`config.mk`:
```
export PLATFORM = sky130hd
export DESIGN_NAME = encoder_velocity_pid_core_flat
export DESIGN_NICKNAME = d
export VERILOG_FILES = /design/src/hdl/evp_pkg.sv /design/src/hdl/evp_req_if.sv /design/src/hdl/evp_rsp_if.sv /design/src/hdl/encoder_velocity_pid_core.sv /design/src/hdl/evp_encoder_count.sv /design/src/hdl/evp_serial_mac.sv /design/src/hdl/evp_pid_ctrl.sv /design/src/flat_wrapper.sv
export VERILOG_INCLUDE_DIRS = /design/src /design/src/hdl
export SDC_FILE = /design/constraint.sdc
export NUM_CORES = 2
export LEC_CHECK = 0
export BUFFER_PORTS_ARGS = -buffer_cell sky130_fd_sc_hd__clkbuf_2
export CORE_AREA = 5 5 256 283
export CTS_BUF_LIST = sky130_fd_sc_hd__clkbuf_8 sky130_fd_sc_hd__clkbuf_16
export CTS_CLUSTER_SIZE = 16
export DETAILED_ROUTE_END_ITERATION = 10
export DIE_AREA = 0 0 261 288
export PLACE_DENSITY = 0.81
export SLEW_MARGIN = 10
export SYNTH_ARGS = -nofsm -noshare
export SYNTH_HDL_FRONTEND = slang
export SYNTH_SLANG_ARGS = --single-unit
```
`constraint.sdc`:
```
create_clock -name clock -period 11.6 [get_ports clock]
set_input_delay 0.58 -clock clock [delete_from_list [all_inputs] [get_ports clock]]
set_output_delay 0.58 -clock clock [all_outputs]
set_load 0.005 [all_outputs]
```
`src/hdl/encoder_velocity_pid_core_assert.svh`:
```
// Assertion macros for the encoder velocity PID core.
// Included by the top level; needs no package.
`ifndef ENCODER_VELOCITY_PID_CORE_ASSERT_SVH
`define ENCODER_VELOCITY_PID_CORE_ASSERT_SVH
`ifndef SYNTHESIS
// same-cycle implication
`define EVP_ASSERT_NOW(label, clk, rst, ante, cons, msg) \
   label: assert property (@(posedge clk) disable iff (rst) (ante) |-> (cons)) \
      else $error(msg);
// next-cycle implication
`define EVP_ASSERT_NEXT(label, clk, rst, ante, cons, msg) \
   label: assert property (@(posedge clk) disable iff (rst) (ante) |=> (cons)) \
      else $error(msg);
`else
`define EVP_ASSERT_NOW(label, clk, rst, ante, cons, msg)
`define EVP_ASSERT_NEXT(label, clk, rst, ante, cons, msg)
`endif
`endif

```
`src/hdl/evp_pkg.sv`:
```
// Shared constants, configuration layout and inter-module structs
// for the encoder velocity PID core. No dependencies.
`timescale 1ns / 1ps
`default_nettype none
package evp_pkg;

   localparam int EDGE_COUNT_BITS_DEF = 16;
   localparam int PWM_BITS_DEF        = 8;

   localparam int CSR_INDEX_BITS = 3;
   localparam int CSR_DATA_BITS  = 32;

   localparam int CPR_BITS       = 16;
   localparam int GAIN_BITS      = 16;
   localparam int INTEG_BITS     = 32;
   localparam int INTEG_MAX_BITS = 31;
   localparam int LIMIT_BITS     = 8;
   localparam int TARGET_BITS    = 16;
   localparam int Q_FRAC_BITS    = 8;
   localparam int SPEED_BITS     = 24;
   localparam int POS_BITS       = 17;
   localparam int REV_BITS       = 32;

   // bit-serial multiply-accumulate
   localparam int MUL_BITS    = GAIN_BITS;
   localparam int MAC_LANES   = 3;
   localparam int MAC_OP_BITS = 32;
   localparam int MAC_HI_BITS = MAC_OP_BITS + 3;

   localparam logic [SPEED_BITS-1:0] SPEED_MAX = {1'b0, {(SPEED_BITS-1){1'b1}}};
   localparam logic [SPEED_BITS-1:0] SPEED_MIN = {1'b1, {(SPEED_BITS-1){1'b0}}};

   typedef enum logic [CSR_INDEX_BITS-1:0] {
      CSR_COUNTS_PER_REV = 3'd0,
      CSR_SPEED_SCALE    = 3'd1,
      CSR_GAIN_P         = 3'd2,
      CSR_GAIN_I         = 3'd3,
      CSR_GAIN_D         = 3'd4,
      CSR_INTEGRAL_MIN   = 3'd5,
      CSR_INTEGRAL_MAX   = 3'd6,
      CSR_PWM_LIMIT      = 3'd7
   } csr_index_type;

   typedef struct packed {
      logic [CPR_BITS-1:0]       counts_per_rev;
      logic [GAIN_BITS-1:0]      speed_scale;
      logic [GAIN_BITS-1:0]      gain_p;
      logic [GAIN_BITS-1:0]      gain_i;
      logic [GAIN_BITS-1:0]      gain_d;
      logic [INTEG_BITS-1:0]     integral_min;
      logic [INTEG_MAX_BITS-1:0] integral_max;
      logic [LIMIT_BITS-1:0]     pwm_limit;
   } cfg_type;

   localparam cfg_type CFG_RESET = '{
      counts_per_rev: 16'd983,
      speed_scale:    16'd164,
      gain_p:         16'd10267,
      gain_i:         16'd1467,
      gain_d:         16'd1027,
      integral_min:   -32'sd7333890,
      integral_max:   31'd733386,
      pwm_limit:      8'd255
   };

   typedef struct packed {
      logic                                  start;
      logic [MAC_LANES-1:0][MAC_OP_BITS-1:0] op;
      logic [MAC_LANES-1:0][MUL_BITS-1:0]    gain;
   } mac_cmd_type;

   typedef struct packed {
      logic                          done;
      logic signed [MAC_HI_BITS-1:0] hi;
      logic [MUL_BITS-1:0]           lo;
   } mac_res_type;

   typedef struct packed {
      logic edge_en;
      logic count_up;
      logic tick_clear;
   } enc_ctl_type;

endpackage
`default_nettype wire

```
`src/hdl/evp_req_if.sv`:
```
// Input channel of the encoder velocity PID core: valid/ready plus item fields.
// Depends on evp_pkg.
`timescale 1ns / 1ps
`default_nettype none
interface evp_req_if;
   logic                                     valid;
   logic                                     ready;
   logic                                     action;
   logic                                     level_a;
   logic                                     level_b;
   logic signed [evp_pkg::TARGET_BITS-1:0]   target_speed;

   modport source (output valid, action, level_a, level_b, target_speed, input ready);
   modport sink   (input valid, action, level_a, level_b, target_speed, output ready);
endinterface
`default_nettype wire

```
`src/hdl/evp_rsp_if.sv`:
```
// Result channel of the encoder velocity PID core: valid/ready plus result fields.
// Depends on evp_pkg.
`timescale 1ns / 1ps
`default_nettype none
interface evp_rsp_if #(
   parameter int PWM_BITS = evp_pkg::PWM_BITS_DEF
);
   logic                                   valid;
   logic                                   ready;
   logic [PWM_BITS-1:0]                    pwm_duty;
   logic                                   forward;
   logic signed [evp_pkg::SPEED_BITS-1:0]  measured_speed;
   logic signed [evp_pkg::REV_BITS-1:0]    revolution_count;
   logic signed [evp_pkg::POS_BITS-1:0]    position_in_rev;

   modport source (output valid, pwm_duty, forward, measured_speed, revolution_count,
                   position_in_rev, input ready);
   modport sink   (input valid, pwm_duty, forward, measured_speed, revolution_count,
                   position_in_rev, output ready);
endinterface
`default_nettype wire

```
`src/hdl/encoder_velocity_pid_core.sv`:
```
// Encoder velocity PID core. An encoder edge item is taken and yields no
// result; the core is ready for the next item on the following cycle.
// A control tick item yields one result; the core takes no new item until that
// result is registered, and holds longer while an earlier result still waits
// in the output register. The time to that result is set by two passes of the
// bit-serial multiply-accumulate unit (measured speed, then the PID sum), one
// gain bit per cycle. A finished result waits in an output register, so edges
// keep being counted while it is not yet taken. Depends on evp_pkg, the channel
// interfaces and encoder_velocity_pid_core_assert.svh.
`timescale 1ns / 1ps
`default_nettype none
`include "encoder_velocity_pid_core_assert.svh"
module encoder_velocity_pid_core #(
   parameter int EDGE_COUNT_BITS = evp_pkg::EDGE_COUNT_BITS_DEF,
   parameter int PWM_BITS        = evp_pkg::PWM_BITS_DEF
) (
   input  wire logic                                 clock,
   input  wire logic                                 reset,
   evp_req_if.sink                                   req,
   evp_rsp_if.source                                 rsp,
   input  wire logic                                 csr_write_en,
   input  wire logic [evp_pkg::CSR_INDEX_BITS-1:0]   csr_index,
   input  wire logic [evp_pkg::CSR_DATA_BITS-1:0]    csr_wdata
);
   localparam int OPW = evp_pkg::MAC_OP_BITS;

   evp_pkg::cfg_type     cfg_ff, cfg_in;
   evp_pkg::enc_ctl_type enc_ctl;
   evp_pkg::mac_cmd_type mac_cmd;
   evp_pkg::mac_res_type mac_res;

   logic signed [evp_pkg::POS_BITS-1:0] rev_position;
   logic signed [evp_pkg::REV_BITS-1:0] revolutions;
   logic signed [EDGE_COUNT_BITS-1:0]   tick_edges;
   logic signed [OPW-1:0]               tick_edges_ext;
   logic                                pid_idle, item_take, tick_go;

   always_comb begin
      cfg_in = cfg_ff;
      if (csr_write_en) begin
         case (evp_pkg::csr_index_type'(csr_index))
            evp_pkg::CSR_COUNTS_PER_REV: cfg_in.counts_per_rev = csr_wdata[15:0];
            evp_pkg::CSR_SPEED_SCALE:    cfg_in.speed_scale    = csr_wdata[15:0];
            evp_pkg::CSR_GAIN_P:         cfg_in.gain_p         = csr_wdata[15:0];
            evp_pkg::CSR_GAIN_I:         cfg_in.gain_i         = csr_wdata[15:0];
            evp_pkg::CSR_GAIN_D:         cfg_in.gain_d         = csr_wdata[15:0];
            evp_pkg::CSR_INTEGRAL_MIN:   cfg_in.integral_min   = csr_wdata[31:0];
            evp_pkg::CSR_INTEGRAL_MAX:   cfg_in.integral_max   = csr_wdata[30:0];
            evp_pkg::CSR_PWM_LIMIT:      cfg_in.pwm_limit      = csr_wdata[7:0];
            default:                     cfg_in = cfg_ff;
         endcase
      end
   end

   always_ff @(posedge clock) begin
      if (reset) cfg_ff <= evp_pkg::CFG_RESET;
      else cfg_ff <= cfg_in;
   end

   assign req.ready          = pid_idle;
   assign item_take          = req.valid && pid_idle;
   assign tick_go            = item_take && req.action;
   assign enc_ctl.edge_en    = item_take && !req.action;
   assign enc_ctl.count_up   = (req.level_a == req.level_b);
   assign enc_ctl.tick_clear = tick_go;
   assign tick_edges_ext     = OPW'(tick_edges);

   evp_encoder_count #(
      .EDGE_COUNT_BITS (EDGE_COUNT_BITS)
   ) u_count (
      .clock          (clock),
      .reset          (reset),
      .ctl            (enc_ctl),
      .counts_per_rev (cfg_ff.counts_per_rev),
      .rev_position   (rev_position),
      .revolutions    (revolutions),
      .tick_edges     (tick_edges)
   );

   evp_serial_mac u_mac (
      .clock   (clock),
      .reset   (reset),
      .mac_cmd (mac_cmd),
      .mac_res (mac_res)
   );

   evp_pid_ctrl #(
      .PWM_BITS (PWM_BITS)
   ) u_pid (
      .clock            (clock),
      .reset            (reset),
      .tick_go          (tick_go),
      .target_speed     (req.target_speed),
      .tick_edges       (tick_edges_ext),
      .cfg              (cfg_ff),
      .rev_position     (rev_position),
      .revolutions      (revolutions),
      .mac_cmd          (mac_cmd),
      .mac_res          (mac_res),
      .idle             (pid_idle),
      .rsp_valid        (rsp.valid),
      .rsp_ready        (rsp.ready),
      .pwm_duty         (rsp.pwm_duty),
      .forward          (rsp.forward),
      .measured_speed   (rsp.measured_speed),
      .revolution_count (rsp.revolution_count),
      .position_in_rev  (rsp.position_in_rev)
   );

   `EVP_ASSERT_NEXT(a_tick_busy, clock, reset, tick_go, !req.ready, "core ready after tick")
   `EVP_ASSERT_NEXT(a_tick_clear, clock, reset, tick_go, tick_edges == '0, "tick edges kept")
   `EVP_ASSERT_NOW(a_mac_idle, clock, reset, mac_res.done, !req.ready, "mac done while idle")
endmodule
`default_nettype wire

```
`src/hdl/evp_encoder_count.sv`:
```
// Quadrature edge counter: position within a revolution, revolution count
// and saturating per-tick edge sum. Depends on evp_pkg.
`timescale 1ns / 1ps
`default_nettype none
module evp_encoder_count #(
   parameter int EDGE_COUNT_BITS = evp_pkg::EDGE_COUNT_BITS_DEF
) (
   input  wire logic                               clock,
   input  wire logic                               reset,
   input  wire evp_pkg::enc_ctl_type               ctl,
   input  wire logic [evp_pkg::CPR_BITS-1:0]       counts_per_rev,
   output logic signed [evp_pkg::POS_BITS-1:0]     rev_position,
   output logic signed [evp_pkg::REV_BITS-1:0]     revolutions,
   output logic signed [EDGE_COUNT_BITS-1:0]       tick_edges
);
   localparam int PW  = evp_pkg::POS_BITS + 1;
   localparam int CPW = evp_pkg::CPR_BITS;
   localparam int RW  = evp_pkg::REV_BITS;
   localparam logic [EDGE_COUNT_BITS-1:0] EDGE_MAX = {1'b0, {(EDGE_COUNT_BITS-1){1'b1}}};
   localparam logic [EDGE_COUNT_BITS-1:0] EDGE_MIN = {1'b1, {(EDGE_COUNT_BITS-1){1'b0}}};

   logic [evp_pkg::POS_BITS-1:0] pos_ff, pos_in;
   logic [RW-1:0]                rev_ff, rev_in;
   logic [EDGE_COUNT_BITS-1:0]   edges_ff, edges_in;

   logic [CPW-1:0]       cpr_eff;
   logic signed [PW-1:0] cpr_s, pos_ext, pos_step;

   always_comb begin
      // a zero revolution length counts as one
      cpr_eff  = (counts_per_rev == '0) ? CPW'(1) : counts_per_rev;
      cpr_s    = $signed({{(PW-CPW){1'b0}}, cpr_eff});
      pos_ext  = $signed({pos_ff[evp_pkg::POS_BITS-1], pos_ff});
      pos_step = ctl.count_up ? pos_ext + PW'(1) : pos_ext - PW'(1);

      pos_in   = pos_ff;
      rev_in   = rev_ff;
      edges_in = edges_ff;
      if (ctl.edge_en) begin
         // one wrap step per edge
         if (pos_step >= cpr_s) begin
            pos_in = evp_pkg::POS_BITS'(pos_step - cpr_s);
            rev_in = rev_ff + RW'(1);
         end else if (pos_step <= -cpr_s) begin
            pos_in = evp_pkg::POS_BITS'(pos_step + cpr_s);
            rev_in = rev_ff - RW'(1);
         end else begin
            pos_in = evp_pkg::POS_BITS'(pos_step);
         end
         if (ctl.count_up) begin
            if (edges_ff != EDGE_MAX) edges_in = edges_ff + EDGE_COUNT_BITS'(1);
         end else begin
            if (edges_ff != EDGE_MIN) edges_in = edges_ff - EDGE_COUNT_BITS'(1);
         end
      end
      if (ctl.tick_clear) edges_in = '0;
   end

   always_ff @(posedge clock) begin
      if (reset) begin
         pos_ff   <= '0;
         rev_ff   <= '0;
         edges_ff <= '0;
      end else begin
         pos_ff   <= pos_in;
         rev_ff   <= rev_in;
         edges_ff <= edges_in;
      end
   end

   assign rev_position = $signed(pos_ff);
   assign revolutions  = $signed(rev_ff);
   assign tick_edges   = $signed(edges_ff);
endmodule
`default_nettype wire

```
`src/hdl/evp_serial_mac.sv`:
```
// Bit-serial multiply-accumulate: sum of three signed operands times
// unsigned 16-bit gains, one gain bit per cycle. Depends on evp_pkg.
`timescale 1ns / 1ps
`default_nettype none
module evp_serial_mac (
   input  wire logic                 clock,
   input  wire logic                 reset,
   input  wire evp_pkg::mac_cmd_type mac_cmd,
   output evp_pkg::mac_res_type      mac_res
);
   localparam int MB  = evp_pkg::MUL_BITS;
   localparam int OPW = evp_pkg::MAC_OP_BITS;
   localparam int HW  = evp_pkg::MAC_HI_BITS;
   localparam int NL  = evp_pkg::MAC_LANES;
   localparam int CW  = $clog2(MB);

   logic                     busy_ff, done_ff;
   logic [CW-1:0]            cnt_ff;
   logic signed [HW-1:0]     hi_ff;
   logic [MB-1:0]            lo_ff;
   logic [NL-1:0][OPW-1:0]   op_ff;
   logic [NL-1:0][MB-1:0]    gain_ff;

   logic signed [HW-1:0] term_sum, acc_in;

   always_comb begin
      term_sum = '0;
      for (int l = 0; l < NL; l++) begin
         if (gain_ff[l][0]) term_sum = term_sum + HW'($signed(op_ff[l]));
      end
      acc_in = hi_ff + term_sum;
   end

   always_ff @(posedge clock) begin
      if (reset) begin
         busy_ff <= 1'b0;
         done_ff <= 1'b0;
         cnt_ff  <= '0;
      end else begin
         done_ff <= 1'b0;
         if (mac_cmd.start) begin
            busy_ff <= 1'b1;
            cnt_ff  <= '0;
            hi_ff   <= '0;
            lo_ff   <= '0;
            op_ff   <= mac_cmd.op;
            gain_ff <= mac_cmd.gain;
         end else if (busy_ff) begin
            // add the selected operands, then shift the accumulator right
            hi_ff  <= acc_in >>> 1;
            lo_ff  <= {acc_in[0], lo_ff[MB-1:1]};
            for (int l = 0; l < NL; l++) gain_ff[l] <= {1'b0, gain_ff[l][MB-1:1]};
            cnt_ff <= cnt_ff + CW'(1);
            if (cnt_ff == CW'(MB - 1)) begin
               busy_ff <= 1'b0;
               done_ff <= 1'b1;
            end
         end
      end
   end

   assign mac_res.done = done_ff;
   assign mac_res.hi   = hi_ff;
   assign mac_res.lo   = lo_ff;
endmodule
`default_nettype wire

```
`src/hdl/evp_pid_ctrl.sv`:
```
// Tick sequencer: measured speed, error, clamped integral, derivative,
// PID sum through the serial MAC, saturation and the result register. Depends on evp_pkg.
`timescale 1ns / 1ps
`default_nettype none
module evp_pid_ctrl #(
   parameter int PWM_BITS = evp_pkg::PWM_BITS_DEF
) (
   input  wire logic                                   clock,
   input  wire logic                                   reset,
   input  wire logic                                   tick_go,
   input  wire logic signed [evp_pkg::TARGET_BITS-1:0] target_speed,
   input  wire logic signed [evp_pkg::MAC_OP_BITS-1:0] tick_edges,
   input  wire evp_pkg::cfg_type                       cfg,
   input  wire logic signed [evp_pkg::POS_BITS-1:0]    rev_position,
   input  wire logic signed [evp_pkg::REV_BITS-1:0]    revolutions,
   output evp_pkg::mac_cmd_type                        mac_cmd,
   input  wire evp_pkg::mac_res_type                   mac_res,
   output logic                                        idle,
   output logic                                        rsp_valid,
   input  wire logic                                   rsp_ready,
   output logic [PWM_BITS-1:0]                         pwm_duty,
   output logic                                        forward,
   output logic signed [evp_pkg::SPEED_BITS-1:0]       measured_speed,
   output logic signed [evp_pkg::REV_BITS-1:0]         revolution_count,
   output logic signed [evp_pkg::POS_BITS-1:0]         position_in_rev
);
   localparam int SB  = evp_pkg::SPEED_BITS;
   localparam int TB  = evp_pkg::TARGET_BITS;
   localparam int QF  = evp_pkg::Q_FRAC_BITS;
   localparam int IB  = evp_pkg::INTEG_BITS;
   localparam int IMB = evp_pkg::INTEG_MAX_BITS;
   localparam int OPW = evp_pkg::MAC_OP_BITS;
   localparam int HW  = evp_pkg::MAC_HI_BITS;
   localparam int MB  = evp_pkg::MUL_BITS;
   localparam int LB  = evp_pkg::LIMIT_BITS;
   localparam int PB  = HW + MB;
   localparam int DB  = SB + 1;
   localparam int SUMB = IB + 1;

   typedef enum logic [2:0] {
      ST_IDLE, ST_MEAS, ST_ERROR, ST_INTEG, ST_CLAMP, ST_SUM, ST_LIMIT
   } state_type;

   state_type            state_ff;
   logic [TB-1:0]        target_ff;
   logic [SB-1:0]        meas_ff, err_ff, prev_ff;
   logic [DB-1:0]        deriv_ff;
   logic [SUMB-1:0]      isum_ff;
   logic [IB-1:0]        integ_ff;
   logic [HW-1:0]        mag_ff;
   logic                 neg_ff, dir_ff;
   logic                 rsp_valid_ff;
   logic [PWM_BITS-1:0]  duty_ff;
   logic                 fwd_ff;
   logic [SB-1:0]        meas_out_ff;
   logic [evp_pkg::REV_BITS-1:0] rev_out_ff;
   logic [evp_pkg::POS_BITS-1:0] pos_out_ff;

   logic [PB-1:0]        prod;
   logic [PB-SB:0]       prod_top;
   logic [SB-1:0]        meas_in, err_in;
   logic signed [DB-1:0] err_wide, deriv_in;
   logic signed [SUMB-1:0] isum_in, imin_ext, imax_ext;
   logic [IB-1:0]        integ_in;
   logic [HW-1:0]        mag_in;
   logic [LB-1:0]        duty_sel;
   logic                 rsp_free;

   always_comb begin
      prod     = {mac_res.hi, mac_res.lo};
      prod_top = prod[PB-1:SB-1];
      if ((&prod_top) || !(|prod_top)) meas_in = prod[SB-1:0];
      else meas_in = prod[PB-1] ? evp_pkg::SPEED_MIN : evp_pkg::SPEED_MAX;

      err_wide = $signed({target_ff[TB-1], target_ff, {QF{1'b0}}})
               - $signed({meas_ff[SB-1], meas_ff});
      if (err_wide[DB-1] == err_wide[DB-2]) err_in = err_wide[SB-1:0];
      else err_in = err_wide[DB-1] ? evp_pkg::SPEED_MIN : evp_pkg::SPEED_MAX;

      isum_in  = $signed({integ_ff[IB-1], integ_ff})
               + $signed({{(SUMB-SB){err_ff[SB-1]}}, err_ff});
      deriv_in = $signed({err_ff[SB-1], err_ff}) - $signed({prev_ff[SB-1], prev_ff});

      // lower bound is tested first; when the bounds cross, a sum below it takes the lower bound
      imin_ext = $signed({cfg.integral_min[IB-1], cfg.integral_min});
      imax_ext = $signed({{(SUMB-IMB){1'b0}}, cfg.integral_max});
      if ($signed(isum_ff) < imin_ext) integ_in = cfg.integral_min;
      else if ($signed(isum_ff) > imax_ext) integ_in = {{(IB-IMB){1'b0}}, cfg.integral_max};
      else integ_in = isum_ff[IB-1:0];

      // magnitude of the Q16 sum shifted right, truncated toward zero
      if (mac_res.hi[HW-1]) mag_in = (|mac_res.lo) ? ~mac_res.hi : -mac_res.hi;
      else mag_in = mac_res.hi;

      duty_sel = (mag_ff > HW'(cfg.pwm_limit)) ? cfg.pwm_limit : mag_ff[LB-1:0];
      rsp_free = !rsp_valid_ff || rsp_ready;

      mac_cmd = '0;
      case (state_ff)
         ST_IDLE: begin
            if (tick_go) begin
               mac_cmd.start   = 1'b1;
               mac_cmd.op[0]   = tick_edges;
               mac_cmd.gain[0] = cfg.speed_scale;
            end
         end
         ST_CLAMP: begin
            mac_cmd.start   = 1'b1;
            mac_cmd.op[0]   = OPW'($signed(err_ff));
            mac_cmd.op[1]   = integ_in;
            mac_cmd.op[2]   = OPW'($signed(deriv_ff));
            mac_cmd.gain[0] = cfg.gain_p;
            mac_cmd.gain[1] = cfg.gain_i;
            mac_cmd.gain[2] = cfg.gain_d;
         end
         default: mac_cmd = '0;
      endcase
   end

   always_ff @(posedge clock) begin
      if (reset) begin
         state_ff     <= ST_IDLE;
         rsp_valid_ff <= 1'b0;
         integ_ff     <= '0;
         prev_ff      <= '0;
         dir_ff       <= 1'b1;
      end else begin
         // the result stage reloads the register itself when it is free
         if (rsp_valid_ff && rsp_ready && (state_ff != ST_LIMIT)) rsp_valid_ff <= 1'b0;
         case (state_ff)
            ST_IDLE: begin
               if (tick_go) begin
                  target_ff <= target_speed;
                  state_ff  <= ST_MEAS;
               end
            end
            ST_MEAS: begin
               if (mac_res.done) begin
                  meas_ff  <= meas_in;
                  state_ff <= ST_ERROR;
               end
            end
            ST_ERROR: begin
               err_ff   <= err_in;
               state_ff <= ST_INTEG;
            end
            ST_INTEG: begin
               isum_ff  <= isum_in;
               deriv_ff <= deriv_in;
               prev_ff  <= err_ff;
               state_ff <= ST_CLAMP;
            end
            ST_CLAMP: begin
               integ_ff <= integ_in;
               state_ff <= ST_SUM;
            end
            ST_SUM: begin
               if (mac_res.done) begin
                  mag_ff   <= mag_in;
                  neg_ff   <= mac_res.hi[HW-1];
                  state_ff <= ST_LIMIT;
               end
            end
            ST_LIMIT: begin
               // hold until the result register is free
               if (rsp_free) begin
                  rsp_valid_ff <= 1'b1;
                  duty_ff      <= PWM_BITS'(duty_sel);
                  fwd_ff       <= (duty_sel != '0) ? !neg_ff : dir_ff;
                  if (duty_sel != '0) dir_ff <= !neg_ff;
                  meas_out_ff  <= meas_ff;
                  rev_out_ff   <= revolutions;
                  pos_out_ff   <= rev_position;
                  state_ff     <= ST_IDLE;
               end
            end
            default: state_ff <= ST_IDLE;
         endcase
      end
   end

   assign idle             = (state_ff == ST_IDLE);
   assign rsp_valid        = rsp_valid_ff;
   assign pwm_duty         = duty_ff;
   assign forward          = fwd_ff;
   assign measured_speed   = $signed(meas_out_ff);
   assign revolution_count = $signed(rev_out_ff);
   assign position_in_rev  = $signed(pos_out_ff);
endmodule
`default_nettype wire
```
`src/flat_wrapper.sv`:
```
// flat-port wrapper written by rule: the top's interface ports become plain ports
module encoder_velocity_pid_core_flat 
#(
   parameter int EDGE_COUNT_BITS = evp_pkg::EDGE_COUNT_BITS_DEF,
   parameter int PWM_BITS        = evp_pkg::PWM_BITS_DEF
)
  (clock, reset, csr_write_en, csr_index, csr_wdata, req_valid, req_action, req_level_a, req_level_b, req_target_speed, req_ready, rsp_valid, rsp_pwm_duty, rsp_forward, rsp_measured_speed, rsp_revolution_count, rsp_position_in_rev, rsp_ready);
  evp_req_if req_i ();
  evp_rsp_if #(.PWM_BITS(PWM_BITS)) rsp_i ();
  input  wire logic clock;
  input  wire logic reset;
  input  wire logic csr_write_en;
  input  wire logic [evp_pkg::CSR_INDEX_BITS-1:0] csr_index;
  input  wire logic [evp_pkg::CSR_DATA_BITS-1:0] csr_wdata;
  input wire logic [$bits(req_i.valid)-1:0] req_valid;
  input wire logic [$bits(req_i.action)-1:0] req_action;
  input wire logic [$bits(req_i.level_a)-1:0] req_level_a;
  input wire logic [$bits(req_i.level_b)-1:0] req_level_b;
  input wire logic [$bits(req_i.target_speed)-1:0] req_target_speed;
  output wire logic [$bits(req_i.ready)-1:0] req_ready;
  output wire logic [$bits(rsp_i.valid)-1:0] rsp_valid;
  output wire logic [$bits(rsp_i.pwm_duty)-1:0] rsp_pwm_duty;
  output wire logic [$bits(rsp_i.forward)-1:0] rsp_forward;
  output wire logic [$bits(rsp_i.measured_speed)-1:0] rsp_measured_speed;
  output wire logic [$bits(rsp_i.revolution_count)-1:0] rsp_revolution_count;
  output wire logic [$bits(rsp_i.position_in_rev)-1:0] rsp_position_in_rev;
  input wire logic [$bits(rsp_i.ready)-1:0] rsp_ready;
  assign req_i.valid = req_valid;
  assign req_i.action = req_action;
  assign req_i.level_a = req_level_a;
  assign req_i.level_b = req_level_b;
  assign req_i.target_speed = req_target_speed;
  assign req_ready = req_i.ready;
  assign rsp_valid = rsp_i.valid;
  assign rsp_pwm_duty = rsp_i.pwm_duty;
  assign rsp_forward = rsp_i.forward;
  assign rsp_measured_speed = rsp_i.measured_speed;
  assign rsp_revolution_count = rsp_i.revolution_count;
  assign rsp_position_in_rev = rsp_i.position_in_rev;
  assign rsp_i.ready = rsp_ready;
  encoder_velocity_pid_core #(.EDGE_COUNT_BITS(EDGE_COUNT_BITS), .PWM_BITS(PWM_BITS)) u_core (.clock(clock), .reset(reset), .req(req_i), .rsp(rsp_i), .csr_write_en(csr_write_en), .csr_index(csr_index), .csr_wdata(csr_wdata));
endmodule
```
# Word-level counts from Yosys, hierarchy flattened
# Cells that the tools add are included.
dict set report word_totals {
  regBits 711
  latch_bits 0
  ram_bits 0
  mem_bits_ro 0
  in_bits 59
  output_inout_bits 84
  word_cells 178
  n_memories 0
}
dict set report op_classes {
  n_addsub 17
  multipliers 0
  div 0
  n_lt_le_gt_ge 5
  n_eq_ne 24
  shifts 0
  mux 45
  bitwise_logic 3
  n_reduce_logical 44
}
# cell n
set ops {}
lappend ops {{32-bit two-way mux} 6}
lappend ops {{35-bit two-way mux} 5}
lappend ops {{16-bit two-way mux} 6}
lappend ops {{24-bit two-way mux} 4}
lappend ops {{48-bit two-way mux} 2}
lappend ops {{32-bit one-hot mux with 2 select lines} 1}
lappend ops {{24-bit by 24-bit subtractor with 25-bit output} 2}
lappend ops {{35-bit by 25-bit adder with 35-bit output} 1}
lappend ops {{35-bit by 32-bit adder with 35-bit output} 1}
lappend ops {{35-bit adder} 1}
lappend ops {{35-bit by 8-bit greater-than comparator with 1-bit output} 1}
lappend ops {{35-bit negator} 1}
lappend ops {{35-bit NOT} 1}
lappend ops {{17-bit two-way mux} 2}
lappend ops {{34-bit two-way mux} 1}
lappend ops {{32-bit by 24-bit adder with 33-bit output} 1}
lappend ops {{33-bit by 32-bit greater-than comparator with 1-bit output} 1}
lappend ops {{33-bit by 32-bit less-than comparator with 1-bit output} 1}
lappend ops {{32-bit by 1-bit adder with 32-bit output (second input constant)} 1}
lappend ops {{16-bit one-hot mux with 2 select lines} 1}
lappend ops {{32-bit by 1-bit subtractor with 32-bit output (second input constant)} 1}
lappend ops {{2-bit AND reduction} 14}
lappend ops {{28-bit AND reduction} 1}
lappend ops {{28-bit OR reduction} 1}
lappend ops {{39 further kinds} 81}

# Depth between registers and ports, before layout
dict set report depth {
  depth_word 7
  mapped_depth 42
  depth_no_buf 38
}

# By module
# From an unflattened synthesis, not the netlist that was laid out.
dict set report unflattened {
  cells_unflattened 4794
  area_unflattened_um2 45904.0
}
# module instances cells_each area_each_um2 seq_area_each_um2
set modules_own_cells {}
lappend modules_own_cells {evp_pid_ctrl 1 1831 18356.4 8428.1}
lappend modules_own_cells {evp_serial_mac 1 1298 13465.4 5945.7}
lappend modules_own_cells {evp_encoder_count 1 1092 8090.3 1301.2}
lappend modules_own_cells {encoder_velocity_pid_core 1 573 5992.0 3022.9}

# Worst setup path after synthesis
# No wires, ideal clock.
dict set report synth_timing {
  path_type {input to register}
  start {input req_level_b}
  end {register u_core.u_count.rev_ff[31] (netlist: u_core.u_count.revolutions[31])}
  setup_ns 0.116
  t_arrival_ns 8.638
  required_time_ns 11.484
  slack_ns 2.846
  stages 32
  path_buffers 2
  path_cell_list {xor2_1 > inv_1 > fa_1 > nand2b_1 > a21oi_2 > o21ba_1 > o211ai_2 > nand2b_1 > nand2_1 > a21oi_1 > ha_1 > clkbuf_1 > inv_1 > a2111oi_0 > a21boi_0 > a311oi_1 > o21bai_1 > a31o_2 > o221a_4 > inv_1 > ha_1 > buf_2 > a2111oi_4 > a21oi_1 > o31a_1 > a31oi_4 > o31ai_2 > a221oi_4 > o22ai_1 > o211a_1 > or3_1 > and3b_1}
}
dict set report synth_between {
  elab_chain_cells 5
  elab_cells_between_ends 7
  classes_between {2 x order compare; 1 x eq/ne; 2 x mux; 2 x reduce/logical}
}
# item line
set synth_rtl {}
lappend synth_rtl {{from (decl)} flat_wrapper.sv:18} ;# input wire logic [$bits(req_i.level_b)-1:0] req_level_b;
lappend synth_rtl {{1-bit equality test *} encoder_velocity_pid_core.sv:64} ;# assign enc_ctl.count_up = (req.level_a == req.level_b);
lappend synth_rtl {{18-bit two-way mux *} evp_encoder_count.sv:34} ;# pos_step = ctl.count_up ? pos_ext + PW'(1) : pos_ext - PW'(1);
lappend synth_rtl {{18-bit by 17-bit >= comparator with 1-bit output or 18-bit <= comparator (tied branches)} {evp_encoder_count.sv:41, evp_encoder_count.sv:44}}
lappend synth_rtl {{2-bit nonzero test (no source line)} --}
lappend synth_rtl {{2-bit AND reduction (no source line)} --}
lappend synth_rtl {{to (signal assigned)} evp_encoder_count.sv:66} ;# rev_ff <= rev_in;
lappend synth_rtl {{to (decl)} evp_encoder_count.sv:23} ;# logic [RW-1:0] rev_ff, rev_in;
# Every way passes the cells marked *; elsewhere a longest branch is shown, timed or not.
# A chain may end at the register's enable or synchronous reset.

# Worst setup path after layout
dict set report layout_timing {
  start {register u_core.u_mac.gain_ff[0] in the netlist's numbering}
  end {register u_core.u_mac.hi_ff[33], data pin}
}
dict set report layout_between {
  elab_chain_cells 7
}
# item line
set layout_rtl {}
lappend layout_rtl {{from (decl)} evp_serial_mac.sv:22} ;# logic [NL-1:0][MB-1:0] gain_ff;
lappend layout_rtl {{from (signal assigned)} evp_serial_mac.sv:47} ;# gain_ff <= mac_cmd.gain;
lappend layout_rtl {{35-bit two-way mux *} evp_serial_mac.sv:29} ;# if (gain_ff[l][0]) term_sum = term_sum + HW'($signed(op_ff[l]));
lappend layout_rtl {{35-bit by 32-bit adder with 35-bit output} evp_serial_mac.sv:29}
lappend layout_rtl {{35-bit two-way mux *} evp_serial_mac.sv:29}
lappend layout_rtl {{35-bit by 25-bit adder with 35-bit output} evp_serial_mac.sv:29}
lappend layout_rtl {{35-bit two-way mux *} evp_serial_mac.sv:29}
lappend layout_rtl {{35-bit adder *} evp_serial_mac.sv:31} ;# acc_in = hi_ff + term_sum;
lappend layout_rtl {{35-bit two-way mux *} evp_serial_mac.sv:48} ;# end else if (busy_ff) begin
lappend layout_rtl {{to (signal assigned)} evp_serial_mac.sv:50} ;# hi_ff <= acc_in >>> 1;
lappend layout_rtl {{to (decl)} evp_serial_mac.sv:19} ;# logic signed [HW-1:0] hi_ff;
# Every way passes the cells marked *; elsewhere a longest branch is shown, timed or not. The select of a mux whose other input is x is not followed.

==> out/results.ini <==
[worst_setup_path]
reg2reg_to=u_core.u_mac.hi_ff[33]$_SDFFCE_PP0P_
cp.arrival_ns=9.01
critical_path_class=reg -> reg
critPathLaunchType=flop
endpoint_kind=flop
critical_path.max_fanout=54
regToRegSetupSlack_ns=2.95
max_stage_delay_ns=0.44
timing.rr.start=u_core.u_mac.gain_ff[0]$_DFFE_PP_
worstPathRequired_ns=11.95
reg2regPathDepth=38
crit_path_top_delay_cell=buf_4

[die]
initial_utilization_pct=62.8
fp.dieH_um=288
die-area_um2=75200
die_w_um=261
rows=102
core_area_um2=69600
io_pins=143

[timing]
setup_tns_ns=0
clock_skew_ns=0.0458
setup_ws_ns=2.95
timing.final.crit_share_pct=74.6
max_freq_ghz=0.116
rsz0062_at_grt=false
worst_pin_slew_ns=1.28
fin_crit_ns=8.65
hold_violations=0
slew_headroom_pct=14.2
setup_viol=0
final_max_slew_viol_count=0

[routing]
num_vias=35700
wl_mm=112
drtIter0Drc=3266
via_per_inst=6.24
wl_per_cell_um=19.6
route.detailed.drc=0
first_pass_iters=7
final_antenna_net_count=0

[clock_tree]
holdBufCountCts=0
numCtsBuffers=75
h-tree-depth=3
root_buffer=clkbuf_16
ctsResizeCount=0
clockBufferDepth=3
clk_latency_ns=0.64
clock-sinks=702
cts_tree=built
clkSlewWorstSetupHoldPaths_ns=0.06
cts_post_setup_buffers_inserted=0

[placement]
gp_congestion=0.930
port_buffers=142
place_ws_ns=2.67
hpwl_mm=79.8

[run]
max_cap_viol_count=0

[hold_path]
holdPathEnd=u_core.u_pid.target_ff[4]$_DFFE_PP_
min-delay-start=req_target_speed[4]
hold_depth=1
hold_path_class=in -> reg

[power_and_ir_drop]
vdd_ir_drop_max_mv=0.145
powerDensity_nw_per_um2=156
power.leakage_nw=19.7
power_mw=7.45

[synth]
synth_ff_type=edfxtp_1
syn_area_um2=43700
ys_seq_elements=702
synthArstFlopShare_pct=0
synth_edf_count=419
synthCells=4696
syn_avg_cell_area_um2=9.31
ys_warn_count=0
synth-seq-area-share_pct=41.7
yosysUniqueCellTypes=114

[grt]
grt.total_usage_pct=29.2
grt_pass1_vias=33585
antenna_found_initial=4
grt-ovfl-total=0
grt_pass1_wl_mm=178
grt_max_degree=100

[layout]
fin_nets=5140
drive_gt1_share_pct=8.67
area_delta_synth_final_pct=8.96

[run_status]
status=complete, no violations

[through the flow]
step	hold WS [ns]	utilization, %	instances	area, µm²
6_report	0.108	68.5	5724	47600
5_1_grt	0.0961	68.5	5724	47600
4_1_cts	0.0879	68.5	5722	47600
3_5_place_dp	0.434	64.9	5582	45100
3_3_place_gp	0.442	64.9	5582	45100
2_1_floorplan	0.417	-	4697	43700
[cell families after synthesis]
| group | after synthesis | share of synthesized area, % |
|---|---|---|
| xor+xnor | 261 | 5.26 |
| other cells | 1 | 0.00858 |
| buf+inv | 482 | 4.34 |
| mux | 85 | 2.05 |
| compound gates | 1218 | 18.7 |
| flops | 702 | 41.7 |
| fa+ha+maj | 364 | 10.6 |
| simple gates | 1583 | 17.3 |
[cells in the final DEF (no fill, tap or decap), types with 86 or more instances in the layout]
cell / count
ha_1: 348
xor2_1: 86
inv_1: 260
nand3_1: 97
clkbuf_2: 141
nand3b_1: 103
dfxtp_1: 283
xnor2_1: 173
a21oi_1: 432
edfxtp_1: 419
nand2_1: 667
nor2_1: 279
a21o_1: 143
o21ai_0: 169
[synthesized netlist by cell type, types with 25 or more instances]
library cell / n / area share, %
nand2_1: 668 / 5.7
clkbuf_1: 180 / 1.5
and3_1: 60 / 0.86
nand2b_1: 55 / 0.79
dfxtp_1: 283 / 13
nand3_1: 98 / 1.1
a311oi_1: 37 / 0.74
nor4_1: 31 / 0.44
a211oi_1: 25 / 0.43
inv_1: 241 / 2.1
mux2_2: 32 / 0.82
edfxtp_1: 419 / 29
nor2_1: 285 / 2.4
mux2i_1: 52 / 1.2
o21bai_1: 36 / 0.62
a2111o_1: 31 / 0.80
ha_1: 348 / 10
a21oi_1: 432 / 4.9
o31ai_1: 30 / 0.52
nor2b_1: 55 / 0.79
xnor2_1: 173 / 3.5
o21a_1: 42 / 0.72
nor3_1: 79 / 0.90
nand4_1: 42 / 0.60
o21ai_0: 169 / 1.9
nand3b_1: 103 / 1.8
o311ai_0: 31 / 0.62
a21o_1: 143 / 2.5
xor2_1: 87 / 1.7
[sequential cells by signal, summed over array words and instances (netlist names), 4 cells and up]
register	flops
u_core.u_mac.gain_ff	48
u_core.u_count.rev_position	17
u_core.u_pid.integ_ff	32
u_core.u_pid.mag_ff	35
u_core.u_mac.op_ff	81
u_core.cfg_ff	151
u_core.u_pid.err_ff	24
u_core.u_pid.prev_ff	24
u_core.u_pid.target_ff	16
u_core.u_count.tick_edges	16
u_core.u_mac.cnt_ff	4
u_core.u_mac.hi_ff	34
u_core.u_pid.meas_ff	24
u_core.u_pid.position_in_rev	17
u_core.u_mac.lo_ff	16
u_core.u_pid.pwm_duty	8
u_core.u_pid.measured_speed	24
u_core.u_pid.deriv_ff	25
u_core.u_pid.isum_ff	33
u_core.u_pid.revolution_count	32
u_core.u_count.revolutions	32
[worst max-delay path, delay by kind of cell (launching register included)]
family / cells / cell delay, ns
AOI/OAI and AO/OA: 16 / 3.69
adders and majority gates: 6 / 1.70
and+or+nand+nor: 7 / 1.02
xor gates and xnor gates: 5 / 0.78
buffers and inverters: 3 / 0.59
DFF: 1 / 0.32
muxes: 1 / 0.27
[power breakdown]
group          switching [mW]  internal, mW
clock network            1.03          1.38
logic                    1.30         0.859
registers               0.111          2.77
[routing by layer]
metal	vias to the layer above	routed length, µm	global-route usage (%)
met5	-	0	0
met4	0	4310	11.4
met3	246	8910	4.10
li1	17113	-	-
met1	16972	46900	39.3
met2	1369	52200	48.0
[how the worst max path moves through the flow]
stage                                      start                                     endpoint  slack [ns]
5_1_grt        u_core.u_mac.gain_ff[0]$_DFFE_PP_         u_core.u_mac.hi_ff[33]$_SDFFCE_PP0P_        2.32
4_1_cts        u_core.u_mac.gain_ff[0]$_DFFE_PP_         u_core.u_mac.hi_ff[33]$_SDFFCE_PP0P_        3.05
3_3_place_gp                         req_level_b  u_core.u_count.revolutions[31]$_SDFFE_PP0P_        2.99
3_5_place_dp                         req_level_b  u_core.u_count.revolutions[31]$_SDFFE_PP0P_        2.67
2_1_floorplan                        req_level_b  u_core.u_count.revolutions[31]$_SDFFE_PP0P_        2.85
6_report       u_core.u_mac.gain_ff[0]$_DFFE_PP_         u_core.u_mac.hi_ff[33]$_SDFFCE_PP0P_        2.95
[cell type report]
| type | count | area, µm² |
|---|---|---|
| Antenna cell | 2 | 5.00 |
| Clock inverter | 54 | 429 |
| Fill cell | 5284 | 21900 |
| Multi-Input combinational cell | 3513 | 23700 |
| Inverter | 244 | 916 |
| Tap cell | 936 | 1170 |
| Clock buffer | 86 | 2070 |
| Sequential cell | 702 | 18200 |
| Timing Repair Buffer | 187 | 1060 |
Power figures use the tool's default switching activity.
